$ cat src/rtl/core/ldf_pkg.sv
// Shared types and codes for the length-prefixed frame deframer.
package ldf_pkg;

	localparam int HDR_WORD_CNT = 4;
	localparam int HDR_CNT_W    = 4;
	localparam int CFG_INDEX_W  = 1;
	localparam int QUEUE_DEPTH  = 4;
	localparam int QUEUE_PTR_W  = $clog2(QUEUE_DEPTH);
	localparam int QUEUE_CNT_W  = $clog2(QUEUE_DEPTH + 1);

	localparam logic [2:0] KIND_NONE = 3'd0;
	localparam logic [2:0] KIND_WORD = 3'd1;
	localparam logic [2:0] KIND_BODY = 3'd2;
	localparam logic [2:0] KIND_GOOD = 3'd3;
	localparam logic [2:0] KIND_ERR  = 3'd4;

	localparam logic [1:0] ERR_NONE  = 2'd0;
	localparam logic [1:0] ERR_START = 2'd1;
	localparam logic [1:0] ERR_TRUNC = 2'd2;
	localparam logic [1:0] ERR_TERM  = 2'd3;

	localparam logic [CFG_INDEX_W-1:0] CFG_START_BYTE = 1'd0;
	localparam logic [CFG_INDEX_W-1:0] CFG_END_BYTE   = 1'd1;

	typedef struct packed {
		logic [7:0] in_byte;
		logic       in_last;
	} in_item_t;

	typedef struct packed {
		logic [2:0]  out_kind;
		logic [31:0] out_value;
		logic [1:0]  out_word_index;
		logic [1:0]  out_error;
	} out_item_t;

	typedef struct packed {
		logic full;
		logic empty;
	} queue_stat_t;

endpackage

$ cat src/rtl/core/ldf_front.sv
// Front end: accepts buffer bytes, tracks frame phase and builds one result per byte.
module ldf_front
	import ldf_pkg::*;
(
	input  logic                   clk,
	input  logic                   arst_n,
	input  logic                   in_valid,
	output logic                   in_stall,
	input  in_item_t               in_data,
	input  logic                   cfg_valid,
	output logic                   cfg_ready,
	input  logic [CFG_INDEX_W-1:0] cfg_index,
	input  logic [7:0]             cfg_data,
	input  queue_stat_t            q_stat,
	output logic                   push,
	output out_item_t              push_data
);

	localparam logic [2:0] PH_START  = 3'd0;
	localparam logic [2:0] PH_HEADER = 3'd1;
	localparam logic [2:0] PH_BODY   = 3'd2;
	localparam logic [2:0] PH_TERM   = 3'd3;
	localparam logic [2:0] PH_DRAIN  = 3'd4;

	logic [7:0]           start_byte_q;
	logic [7:0]           end_byte_q;
	logic [2:0]           phase_q;
	logic [HDR_CNT_W-1:0] hdr_cnt_q;
	logic [31:0]          word_q;
	logic [31:0]          body_rem_q;

	logic [2:0]           phase_d;
	logic [HDR_CNT_W-1:0] hdr_cnt_d;
	logic [31:0]          word_d;
	logic [31:0]          body_rem_d;
	logic [31:0]          assembled;
	out_item_t            res;
	logic                 acc;

	assign in_stall  = q_stat.full;
	assign acc       = in_valid && !in_stall;
	assign cfg_ready = 1'b1;
	assign push      = acc;
	assign push_data = res;

	assign assembled = word_q | (32'(in_data.in_byte) << {hdr_cnt_q[1:0], 3'b000});

	always_comb begin
		res        = '0;
		phase_d    = phase_q;
		hdr_cnt_d  = hdr_cnt_q;
		word_d     = word_q;
		body_rem_d = body_rem_q;
		unique case (phase_q)
			PH_START: begin
				if (in_data.in_byte != start_byte_q) begin
					res.out_kind  = KIND_ERR;
					res.out_error = ERR_START;
					phase_d       = PH_DRAIN;
				end else begin
					hdr_cnt_d  = '0;
					word_d     = '0;
					body_rem_d = '0;
					phase_d    = PH_HEADER;
				end
			end
			PH_HEADER: begin
				if (hdr_cnt_q[1:0] == 2'd3) begin
					res.out_kind       = KIND_WORD;
					res.out_value      = assembled;
					res.out_word_index = hdr_cnt_q[3:2];
					if (hdr_cnt_q[3:2] == 2'd1) begin
						body_rem_d = assembled;
					end
					word_d = '0;
					if (hdr_cnt_q == HDR_CNT_W'(4 * HDR_WORD_CNT - 1)) begin
						phase_d = (body_rem_q != '0) ? PH_BODY : PH_TERM;
					end
				end else begin
					word_d = assembled;
				end
				hdr_cnt_d = hdr_cnt_q + 1'b1;
			end
			PH_BODY: begin
				res.out_kind  = KIND_BODY;
				res.out_value = {24'd0, in_data.in_byte};
				body_rem_d    = body_rem_q - 1'b1;
				if (body_rem_q == 32'd1) begin
					phase_d = PH_TERM;
				end
			end
			PH_TERM: begin
				if (in_data.in_byte == end_byte_q) begin
					res.out_kind = KIND_GOOD;
				end else begin
					res.out_kind  = KIND_ERR;
					res.out_error = ERR_TERM;
				end
				phase_d = PH_DRAIN;
			end
			default: begin
				phase_d = PH_DRAIN;
			end
		endcase
		if (in_data.in_last) begin
			if (phase_q == PH_HEADER || phase_q == PH_BODY ||
			    (phase_q == PH_START && res.out_kind == KIND_NONE)) begin
				res           = '0;
				res.out_kind  = KIND_ERR;
				res.out_error = ERR_TRUNC;
			end
			phase_d = PH_START;
		end
	end

	always_ff @(posedge clk or negedge arst_n) begin
		if (!arst_n) begin
			start_byte_q <= 8'd1;
			end_byte_q   <= 8'd4;
		end else if (cfg_valid && cfg_ready) begin
			if (cfg_index == CFG_START_BYTE) begin
				start_byte_q <= cfg_data;
			end else if (cfg_index == CFG_END_BYTE) begin
				end_byte_q <= cfg_data;
			end
		end
	end

	always_ff @(posedge clk or negedge arst_n) begin
		if (!arst_n) begin
			phase_q    <= PH_START;
			hdr_cnt_q  <= '0;
			word_q     <= '0;
			body_rem_q <= '0;
		end else if (acc) begin
			phase_q    <= phase_d;
			hdr_cnt_q  <= hdr_cnt_d;
			word_q     <= word_d;
			body_rem_q <= body_rem_d;
		end
	end

	a_last_rearms: assert property (@(posedge clk) disable iff (!arst_n)
		acc && in_data.in_last |=> phase_q == PH_START)
		else $error("last byte did not re-arm the deframer");

	a_body_nonzero: assert property (@(posedge clk) disable iff (!arst_n)
		phase_q == PH_BODY |-> body_rem_q != '0)
		else $error("body phase with no bytes remaining");

	a_header_exit: assert property (@(posedge clk) disable iff (!arst_n)
		acc && !in_data.in_last && phase_q == PH_HEADER &&
		hdr_cnt_q == HDR_CNT_W'(4 * HDR_WORD_CNT - 1)
		|=> phase_q == PH_BODY || phase_q == PH_TERM)
		else $error("header end did not move to body or terminator");

endmodule

$ cat src/rtl/core/ldf_queue.sv
// Short result queue that decouples the front end from the output stage.
module ldf_queue
	import ldf_pkg::*;
(
	input  logic        clk,
	input  logic        arst_n,
	input  logic        push,
	input  out_item_t   push_data,
	input  logic        pop,
	output out_item_t   pop_data,
	output queue_stat_t q_stat
);

	out_item_t              mem [QUEUE_DEPTH];
	logic [QUEUE_PTR_W-1:0] wr_ptr_q;
	logic [QUEUE_PTR_W-1:0] rd_ptr_q;
	logic [QUEUE_CNT_W-1:0] cnt_q;

	assign q_stat.full  = (cnt_q == QUEUE_CNT_W'(QUEUE_DEPTH));
	assign q_stat.empty = (cnt_q == '0);
	assign pop_data     = mem[rd_ptr_q];

	always_ff @(posedge clk) begin
		if (push) begin
			mem[wr_ptr_q] <= push_data;
		end
	end

	always_ff @(posedge clk or negedge arst_n) begin
		if (!arst_n) begin
			wr_ptr_q <= '0;
			rd_ptr_q <= '0;
			cnt_q    <= '0;
		end else begin
			if (push) begin
				wr_ptr_q <= wr_ptr_q + 1'b1;
			end
			if (pop) begin
				rd_ptr_q <= rd_ptr_q + 1'b1;
			end
			if (push && !pop) begin
				cnt_q <= cnt_q + 1'b1;
			end else if (pop && !push) begin
				cnt_q <= cnt_q - 1'b1;
			end
		end
	end

	a_no_overflow: assert property (@(posedge clk) disable iff (!arst_n)
		push |-> !q_stat.full)
		else $error("result queue written while full");

endmodule

$ cat src/rtl/core/ldf_back.sv
// Back end: output register that hands queued results to the downstream side.
module ldf_back
	import ldf_pkg::*;
(
	input  logic        clk,
	input  logic        arst_n,
	input  queue_stat_t q_stat,
	input  out_item_t   pop_data,
	output logic        pop,
	output logic        out_valid,
	input  logic        out_stall,
	output out_item_t   out_data
);

	logic      out_valid_q;
	out_item_t out_data_q;

	assign pop       = !q_stat.empty && (!out_valid_q || !out_stall);
	assign out_valid = out_valid_q;
	assign out_data  = out_data_q;

	always_ff @(posedge clk or negedge arst_n) begin
		if (!arst_n) begin
			out_valid_q <= 1'b0;
		end else if (!out_valid_q || !out_stall) begin
			out_valid_q <= !q_stat.empty;
		end
	end

	always_ff @(posedge clk) begin
		if (pop) begin
			out_data_q <= pop_data;
		end
	end

endmodule

$ cat src/rtl/core/length_prefixed_frame_deframer_core.sv
// Top level of the length-prefixed frame deframer.
// Every accepted byte yields exactly one result, one byte per cycle sustained while the output is not stalled.
// A result is written into the result queue and from there into the output register.
// A four-entry result queue between the front end and output register absorbs stalls.
// Reset clears the phase to awaiting start, start byte to 1 and end byte to 4.
module length_prefixed_frame_deframer_core
	import ldf_pkg::*;
(
	input  logic                   clk,
	input  logic                   arst_n,
	input  logic                   in_valid,
	output logic                   in_stall,
	input  in_item_t               in_data,
	output logic                   out_valid,
	input  logic                   out_stall,
	output out_item_t              out_data,
	input  logic                   cfg_valid,
	output logic                   cfg_ready,
	input  logic [CFG_INDEX_W-1:0] cfg_index,
	input  logic [7:0]             cfg_data
);

	queue_stat_t q_stat;
	logic        push;
	out_item_t   push_data;
	logic        pop;
	out_item_t   pop_data;

	ldf_front u_front (
		.clk       (clk),
		.arst_n    (arst_n),
		.in_valid  (in_valid),
		.in_stall  (in_stall),
		.in_data   (in_data),
		.cfg_valid (cfg_valid),
		.cfg_ready (cfg_ready),
		.cfg_index (cfg_index),
		.cfg_data  (cfg_data),
		.q_stat    (q_stat),
		.push      (push),
		.push_data (push_data)
	);

	ldf_queue u_queue (
		.clk       (clk),
		.arst_n    (arst_n),
		.push      (push),
		.push_data (push_data),
		.pop       (pop),
		.pop_data  (pop_data),
		.q_stat    (q_stat)
	);

	ldf_back u_back (
		.clk       (clk),
		.arst_n    (arst_n),
		.q_stat    (q_stat),
		.pop_data  (pop_data),
		.pop       (pop),
		.out_valid (out_valid),
		.out_stall (out_stall),
		.out_data  (out_data)
	);

endmodule
$ cat config.mk
export PLATFORM = sky130hd
export DESIGN_NAME = length_prefixed_frame_deframer_core
export DESIGN_NICKNAME = d
export VERILOG_FILES = /design/src/rtl/core/ldf_pkg.sv /design/src/rtl/core/ldf_front.sv /design/src/rtl/core/ldf_queue.sv /design/src/rtl/core/ldf_back.sv /design/src/rtl/core/length_prefixed_frame_deframer_core.sv
export SDC_FILE = /design/constraint.sdc
export NUM_CORES = 1
export LEC_CHECK = 0
export ABC_AREA = 0
export CELL_PAD_IN_SITES_DETAIL_PLACEMENT = 1
export CELL_PAD_IN_SITES_GLOBAL_PLACEMENT = 1
export CORE_MARGIN = 2
export CORE_UTILIZATION = 38
export DETAILED_ROUTE_END_ITERATION = 8
export DONT_BUFFER_PORTS = 1
export GPL_TIMING_DRIVEN = 0
export MAX_ROUTING_LAYER = met4
export PLACE_DENSITY = 0.63
export SLEW_MARGIN = 20
export SYNTH_ARGS = -nofsm -noshare
export SYNTH_HDL_FRONTEND = slang
export SYNTH_HIERARCHICAL = 1
export SYNTH_SLANG_ARGS = --single-unit
$ cat constraint.sdc
create_clock -name clk -period 3.8 [get_ports clk]
set_input_delay 0.38 -clock clk [delete_from_list [all_inputs] [get_ports clk]]
set_output_delay 0.38 -clock clk [all_outputs]
set_load 0.05 [all_outputs]
== After elaboration in Yosys (flattened, before gate mapping) ==
Memory sizes are Yosys's and may differ from the RTL's. A register that Yosys moved wholly into a read port is not among the register bits.
Index checks and enable logic that the tools add are counted.
W data, S select, Z words.
Storage, ports and cells
  RAM bits: 156
  memories kept: 1
  flip-flop bits (word level): 95
  logic and storage cells: 92
  output and inout port bits: 42
Operators by class
  eq/ne operators: 16
  bitwise operators: 2
  reduce and logical (&&, ||, !) cells: 26
  shift-type cells: 1
  multiplexer cells: 30
  $add $sub $neg: 6
Memories
  u_queue.mem: depth 4, width 39, rd ports 1, clocked after memory_dff 1, wr ports 1, RTL line ldf_queue.sv:14  | out_item_t mem [QUEUE_DEPTH];
Operators with widths (count)
  $mux W32: 4
  $pmux W32 S2: 2
  $pmux W32 S3: 1
  $mux W39: 2
  $mux W35: 1
  $eq A32 B1 Y1 const B: 1
  $or A32 B32 Y32: 1
  $reduce_bool A32 Y1: 1
  $shl A8 B5 Y32: 1
  $sub A32 B1 Y32 const B: 1
  $mux W3: 9
  $pmux W3 S4: 1
  $logic_not A3 Y1: 3
  $ne A3 B2 Y1 const B: 3
  $pmux W3 S3: 1
  $eq A8 B8 Y1: 1
  $ne A8 B8 Y1: 1
  $pmux W4 S2: 1
  $eq A3 B2 Y1 const B: 2
  $logic_not A1 Y1: 6
  $logic_and A1 B1 Y1: 5
  $reduce_and A5 Y1: 1
  $add A2 B1 Y2 const B: 2
  $add A4 B1 Y4 const B: 1
  20 further kinds: 29

== Depth between registers and ports, before layout ==
  depth after elaboration: 9
  mapped depth: 9
  gate-level depth less buffers: 9

== By module ==
The synthesis kept the hierarchy.
Modules (own cells, without submodules)
  ldf_queue: area each 6068.3 um2, cells an instance 238, times used 1
  ldf_front: area each 5385.2 um2, cells an instance 626, times used 1
  ldf_back: area each 1211.2 um2, cells an instance 42, times used 1

== Worst setup path before layout ==
No wires, ideal clock.
  kind: register -> register
  start: register u_back.out_valid_q (netlist: u_back/out_valid)
  end: register u_queue.cnt_q[1]
  setup time: 0.125 ns
  required time: 3.675 ns
  path buffers: 0
  arrival: 3.851 ns
  cell stages (with the launch flop): 7
  period minus slack after synthesis: 3.976 ns
  path slack: -0.176 ns
  path through: dfrtp_1 -> a21oi_1 -> inv_1 -> ha_1 -> inv_1 -> fa_1 -> mux2_2
On the way
  word-level cells in the longest chain between the ends: 6
  elaborated cells on any way between the ends: 8
  classes of those cells: 1 x mux; 7 x reduce/logical
RTL lines
  start: declaration: RTL line ldf_back.sv:15  | logic out_valid_q;
  start signal: assignment: RTL line ldf_back.sv:26  | out_valid_q <= !q_stat.empty;
  $logic_not A1 Y1 (*): RTL line ldf_back.sv:18  | assign pop = !q_stat.empty && (!out_valid_q || !out_stall);
  $logic_or A1 B1 Y1 (*): RTL line ldf_back.sv:18
  $logic_and A1 B1 Y1 (*): RTL line ldf_back.sv:18
  via pop: RTL line length_prefixed_frame_deframer_core.sv:26  | logic pop;
  $logic_not A1 Y1: RTL line ldf_queue.sv:41  | if (push && !pop) begin
  $logic_and A1 B1 Y1: RTL line ldf_queue.sv:41
  $mux W3 / $reduce_bool A2 Y1 (equally long branches)
  end signal: assignment: RTL line ldf_queue.sv:42  | cnt_q <= cnt_q + 1'b1;
  end signal: assignment: RTL line ldf_queue.sv:44  | cnt_q <= cnt_q - 1'b1;
  end: declaration: RTL line ldf_queue.sv:17  | logic [QUEUE_CNT_W-1:0] cnt_q;
The timed path passes the listed nets; every way through them passes the cells marked *.
A chain may end at the register's enable or synchronous reset.

== Final worst setup path ==
  start: register u_front.phase_q[0]
  end: register u_front.body_rem_q[10]
On the way
  word-level cells in the longest chain between the ends: 3
  elaborated cells on any way between the ends: 9
  classes of those cells: 5 x eq/ne; 1 x mux; 3 x reduce/logical
RTL lines
  start: declaration: RTL line ldf_front.sv:27  | logic [2:0] phase_q;
  start signal: assignment: RTL line ldf_front.sv:136  | phase_q <= phase_d;
  $eq A3 B1 Y1, or another cell as far along: RTL line ldf_front.sv:54  | unique case (phase_q)
  $ne A2 B1 Y1 (no line), or another cell as far along
  $reduce_and A5 Y1 (no line)
  end signal: assignment: RTL line ldf_front.sv:139  | body_rem_q <= body_rem_d;
  end: declaration: RTL line ldf_front.sv:30  | logic [31:0] body_rem_q;
Parallel ways exist; a longest one is shown, timed or not.

==> flow_metrics.py <==
metrics = {
    "drt": {
        "ant_nets": 0,
        "first_pass_iters": 5,
        "route.detailed.drc": 0,
        "routedWlPerCell_um": 22.7,
        "wl_um": 32200,
        "vias": 7890,
        "viasPerCell": 5.57,
        "drt_iter0_drc": 523,
    },
    "yosys": {
        "yosysWarnings": 6,
        "ys.flop_type": "edfxtp_1",
        "ys_top_cells_by_area": "edfxtp_1 46%, dfrtp_1 18%, mux4_2 6.8%",
        "ys_seq_area_share_pct": 65.0,
        "synth.most_common_cell": "edfxtp_1",
        "syn_inst": 906,
        "synth_top_area_share_pct": 46.2,
        "synth_edf_count": 195,
        "syn_area_sq_um": 12700,
        "synthArstFlopShare_pct": 32.8,
        "synth_seq_cells": 290,
        "synth_cell_type_count": 64,
        "postSynthAreaPerCell_sq_um": 14.0,
        "yosys.area.top_type": "edfxtp_1",
        "synthTopCellsByCount": "195 x edfxtp_1, 93 x dfrtp_1, 76 x nor2_1, 59 x a21oi_1",
        "syn_nets": 939,
    },
    "layout": {
        "num_antenna_cells": 0,
        "finalNetCount": 983,
        "finish.instance_area_sq_um": 14500,
        "drive_above_1_share_pct": 15.6,
        "area.growth.synth_to_final_pct": 14.3,
        "finalNonFillerCells": 1417,
    },
    "setup_path": {
        "r2r-start": "u_front/phase_q[0]",
        "crit_path_end_kind": "register",
        "cp_max_fo": 10,
        "crit_path_max_incr_delay_ns": 0.79,
        "cp.required_ns": 4.20,
        "r2r_cells": 6,
        "worstPathBufferInverterCount": 3,
        "cp_top_family": "compound AO/OA/AOI/OAI gates",
        "crit_chain": "clkbuf_1, clkinv_1, a31oi_1, nor2_1, buf_2, a22o_1",
        "r2r_setup_slack_ns": 0.98,
        "r2r_end": "u_front/body_rem_q[10]",
        "cp.arrival_ns": 3.22,
        "critPathKind": "reg -> reg",
        "start_kind": "register",
        "slowest_stage": "a31oi_1",
    },
    "power": {
        "leakage_nw": 5.05,
        "power.density_nw_per_um2": 783,
        "peakVddDrop_uv": 401,
        "power_mw": 11.3,
    },
    "timing": {
        "slew_violations": 0,
        "post-route-period-util_pct": 74.2,
        "relSlewSlack_pct": 32.8,
        "rsz0062_at_grt": "no",
        "worst_pin_slew_ns": 1.01,
        "fmax_mhz": 355,
        "hold_viol_final": 0,
        "finalSetupViolCount": 0,
        "setup_slack_ns": 0.981,
        "setup_tns_ns": 0,
        "finalClockSkew_ns": 0.0126,
        "period_needed_ns": 2.82,
    },
    "placement": {
        "pre_cts_ws_ns": 0.861,
        "placedCellCount": 1353,
        "dpl.hpwl_um": 22200,
        "placedInstanceArea_sq_um": 13300,
        "place_congestion": 0.874,
        "portBuffers": 0,
    },
    "cts": {
        "cts_setup_buffers": 0,
        "path_clk_slew_ns": 0.07,
        "cts_tree": "built",
        "h-tree-depth": 2,
        "cts-root-buf": "clkbuf_16",
        "cts_sinks": 290,
        "clk_path_buf_depth": 3,
        "cts_buffers": 34,
        "insertion_delay_ns": 0.51,
    },
    "grt": {
        "grt_overflow": 0,
        "grt_usage_pct": 19.3,
        "grt_pass1_vias": 8365,
        "grt_pass1_wl_um": 50600,
        "grt_max_degree": 96,
        "antenna_found_initial": 0,
    },
    "min_path": {
        "hold_path.class": "in -> reg",
        "holdPathStages": 1,
        "min_from": "cfg_data[7]",
        "min_to": "u_front/end_byte_q[7]",
    },
    "floorplanning": {
        "rows": 66,
        "die-height_um": 187,
        "die_area_sq_um": 34800,
        "coreArea_sq_um": 32700,
        "fp.dieW_um": 187,
        "start_util_pct": 38.7,
        "pin_count": 65,
    },
    "job": {
        "maxCapViolations": 0,
    },
    "status": {
        "outcome": "completed",
    },
}
==> layout by cell type (no fill, tap or decap), drive strengths merged, types with 8 or more instances in the layout <==
| cell | n |
|---|---|
| o31ai | 12 |
| clkbuf | 91 |
| mux2 | 18 |
| clkinv | 9 |
| o21ai | 21 |
| o21a | 27 |
| nor2 | 76 |
| or3 | 10 |
| o22ai | 9 |
| o41ai | 11 |
| buf | 28 |
| ha | 9 |
| o211ai | 8 |
| or4 | 8 |
| inv | 15 |
| and2 | 9 |
| mux4 | 39 |
| nand3 | 20 |
| dfrtp | 93 |
| a21oi | 59 |
| xor2 | 20 |
| nor3 | 41 |
| a22o | 14 |
| nand2 | 43 |
| edfxtp | 195 |
| nor4 | 10 |
==> power breakdown <==
group	switching (mW)	internal, mW
combinational	1.66	1.13
sequential	1.08	4.30
clock	1.30	1.86
==> state kept, by name, indices dropped and copies added (netlist names) <==
register / count
u_back/out_data: 39
u_back/out_valid: 1
u_front/body_rem_q: 32
u_front/end_byte_q: 8
u_front/hdr_cnt_q: 4
u_front/phase_q: 3
u_front/start_byte_q: 8
u_front/word_q: 32
u_queue/cnt_q: 3
u_queue/mem: 156
u_queue/rd_ptr_q: 2
u_queue/wr_ptr_q: 2
==> per-stage QoR <==
step / hold WS (ns) / utilization [%]
2_1_floorplan: 0.0844 / -
3_3_place_gp: 0.0889 / 40.4
3_5_place_dp: 0.0876 / 40.8
4_1_cts: 0.00364 / 44.3
5_1_grt: 0.00558 / 44.3
6_report: 0.0174 / 44.3
==> how the worst max path moves through the flow <==
stage	endpoint	depth (start not counted)	startpoint
2_1_floorplan	u_queue/cnt_q[1]	6	u_back/out_valid
3_3_place_gp	u_queue/cnt_q[1]	6	u_back/out_valid
3_5_place_dp	u_queue/mem[1][37]	5	in_data[4]
4_1_cts	u_front/body_rem_q[16]	7	u_front/body_rem_q[0]
5_1_grt	u_front/body_rem_q[16]	7	u_front/body_rem_q[0]
6_report	u_front/body_rem_q[10]	6	u_front/phase_q[0]
==> cell families (layout without fill, tap and decap cells) <==
logic type                 count (synthesis)  after routing  synth area share, %
AOI/OAI and AO/OA                        199            199                 10.6
xor gates and xnor gates                  22             22                 1.52
adders and majority gates                 10             10                 1.05
buffers and inverters                     78            147                 3.12
DFF                                      290            290                 65.0
muxes                                     59             59                 8.72
other                                      1              1               0.0296
and+or+nand+nor                          247            247                 9.93
==> worst reg2reg max path, stage by stage (launching register included) <==
cell	delay, ns
dfrtp_1	0.40
clkbuf_1	0.36
clkinv_1	0.36
a31oi_1	0.79
nor2_1	0.28
buf_2	0.29
a22o_1	0.23
==> layer usage <==
metal  share of wire [%]  GRT usage [%]  up-vias
met5                   0              -        -
met4                 2.4           5.86        0
met3                 4.6           2.95       59
met2                  47           29.9      210
met1                  46           26.4     4061
li1                    -              -     3560
==> final cells by class <==
cell class	count	area, sq um
clock buffer	48	965
multi-input combinational	538	4050
tap	442	553
timing repair buffer	8	155
buffer	65	347
inverter	13	48.8
sequential	290	8240
clock inverter	13	119
fill	3313	18200
==> what timing repair did <==
| item | CTS | global route |
|---|---|---|
| endpoints found under the hold margin | 96 | 0 |
| gates resized for setup | 0 | 0 |
| hold buffers | 3 | 0 |
No activity file was read; power rests on OpenSTA's default activity.
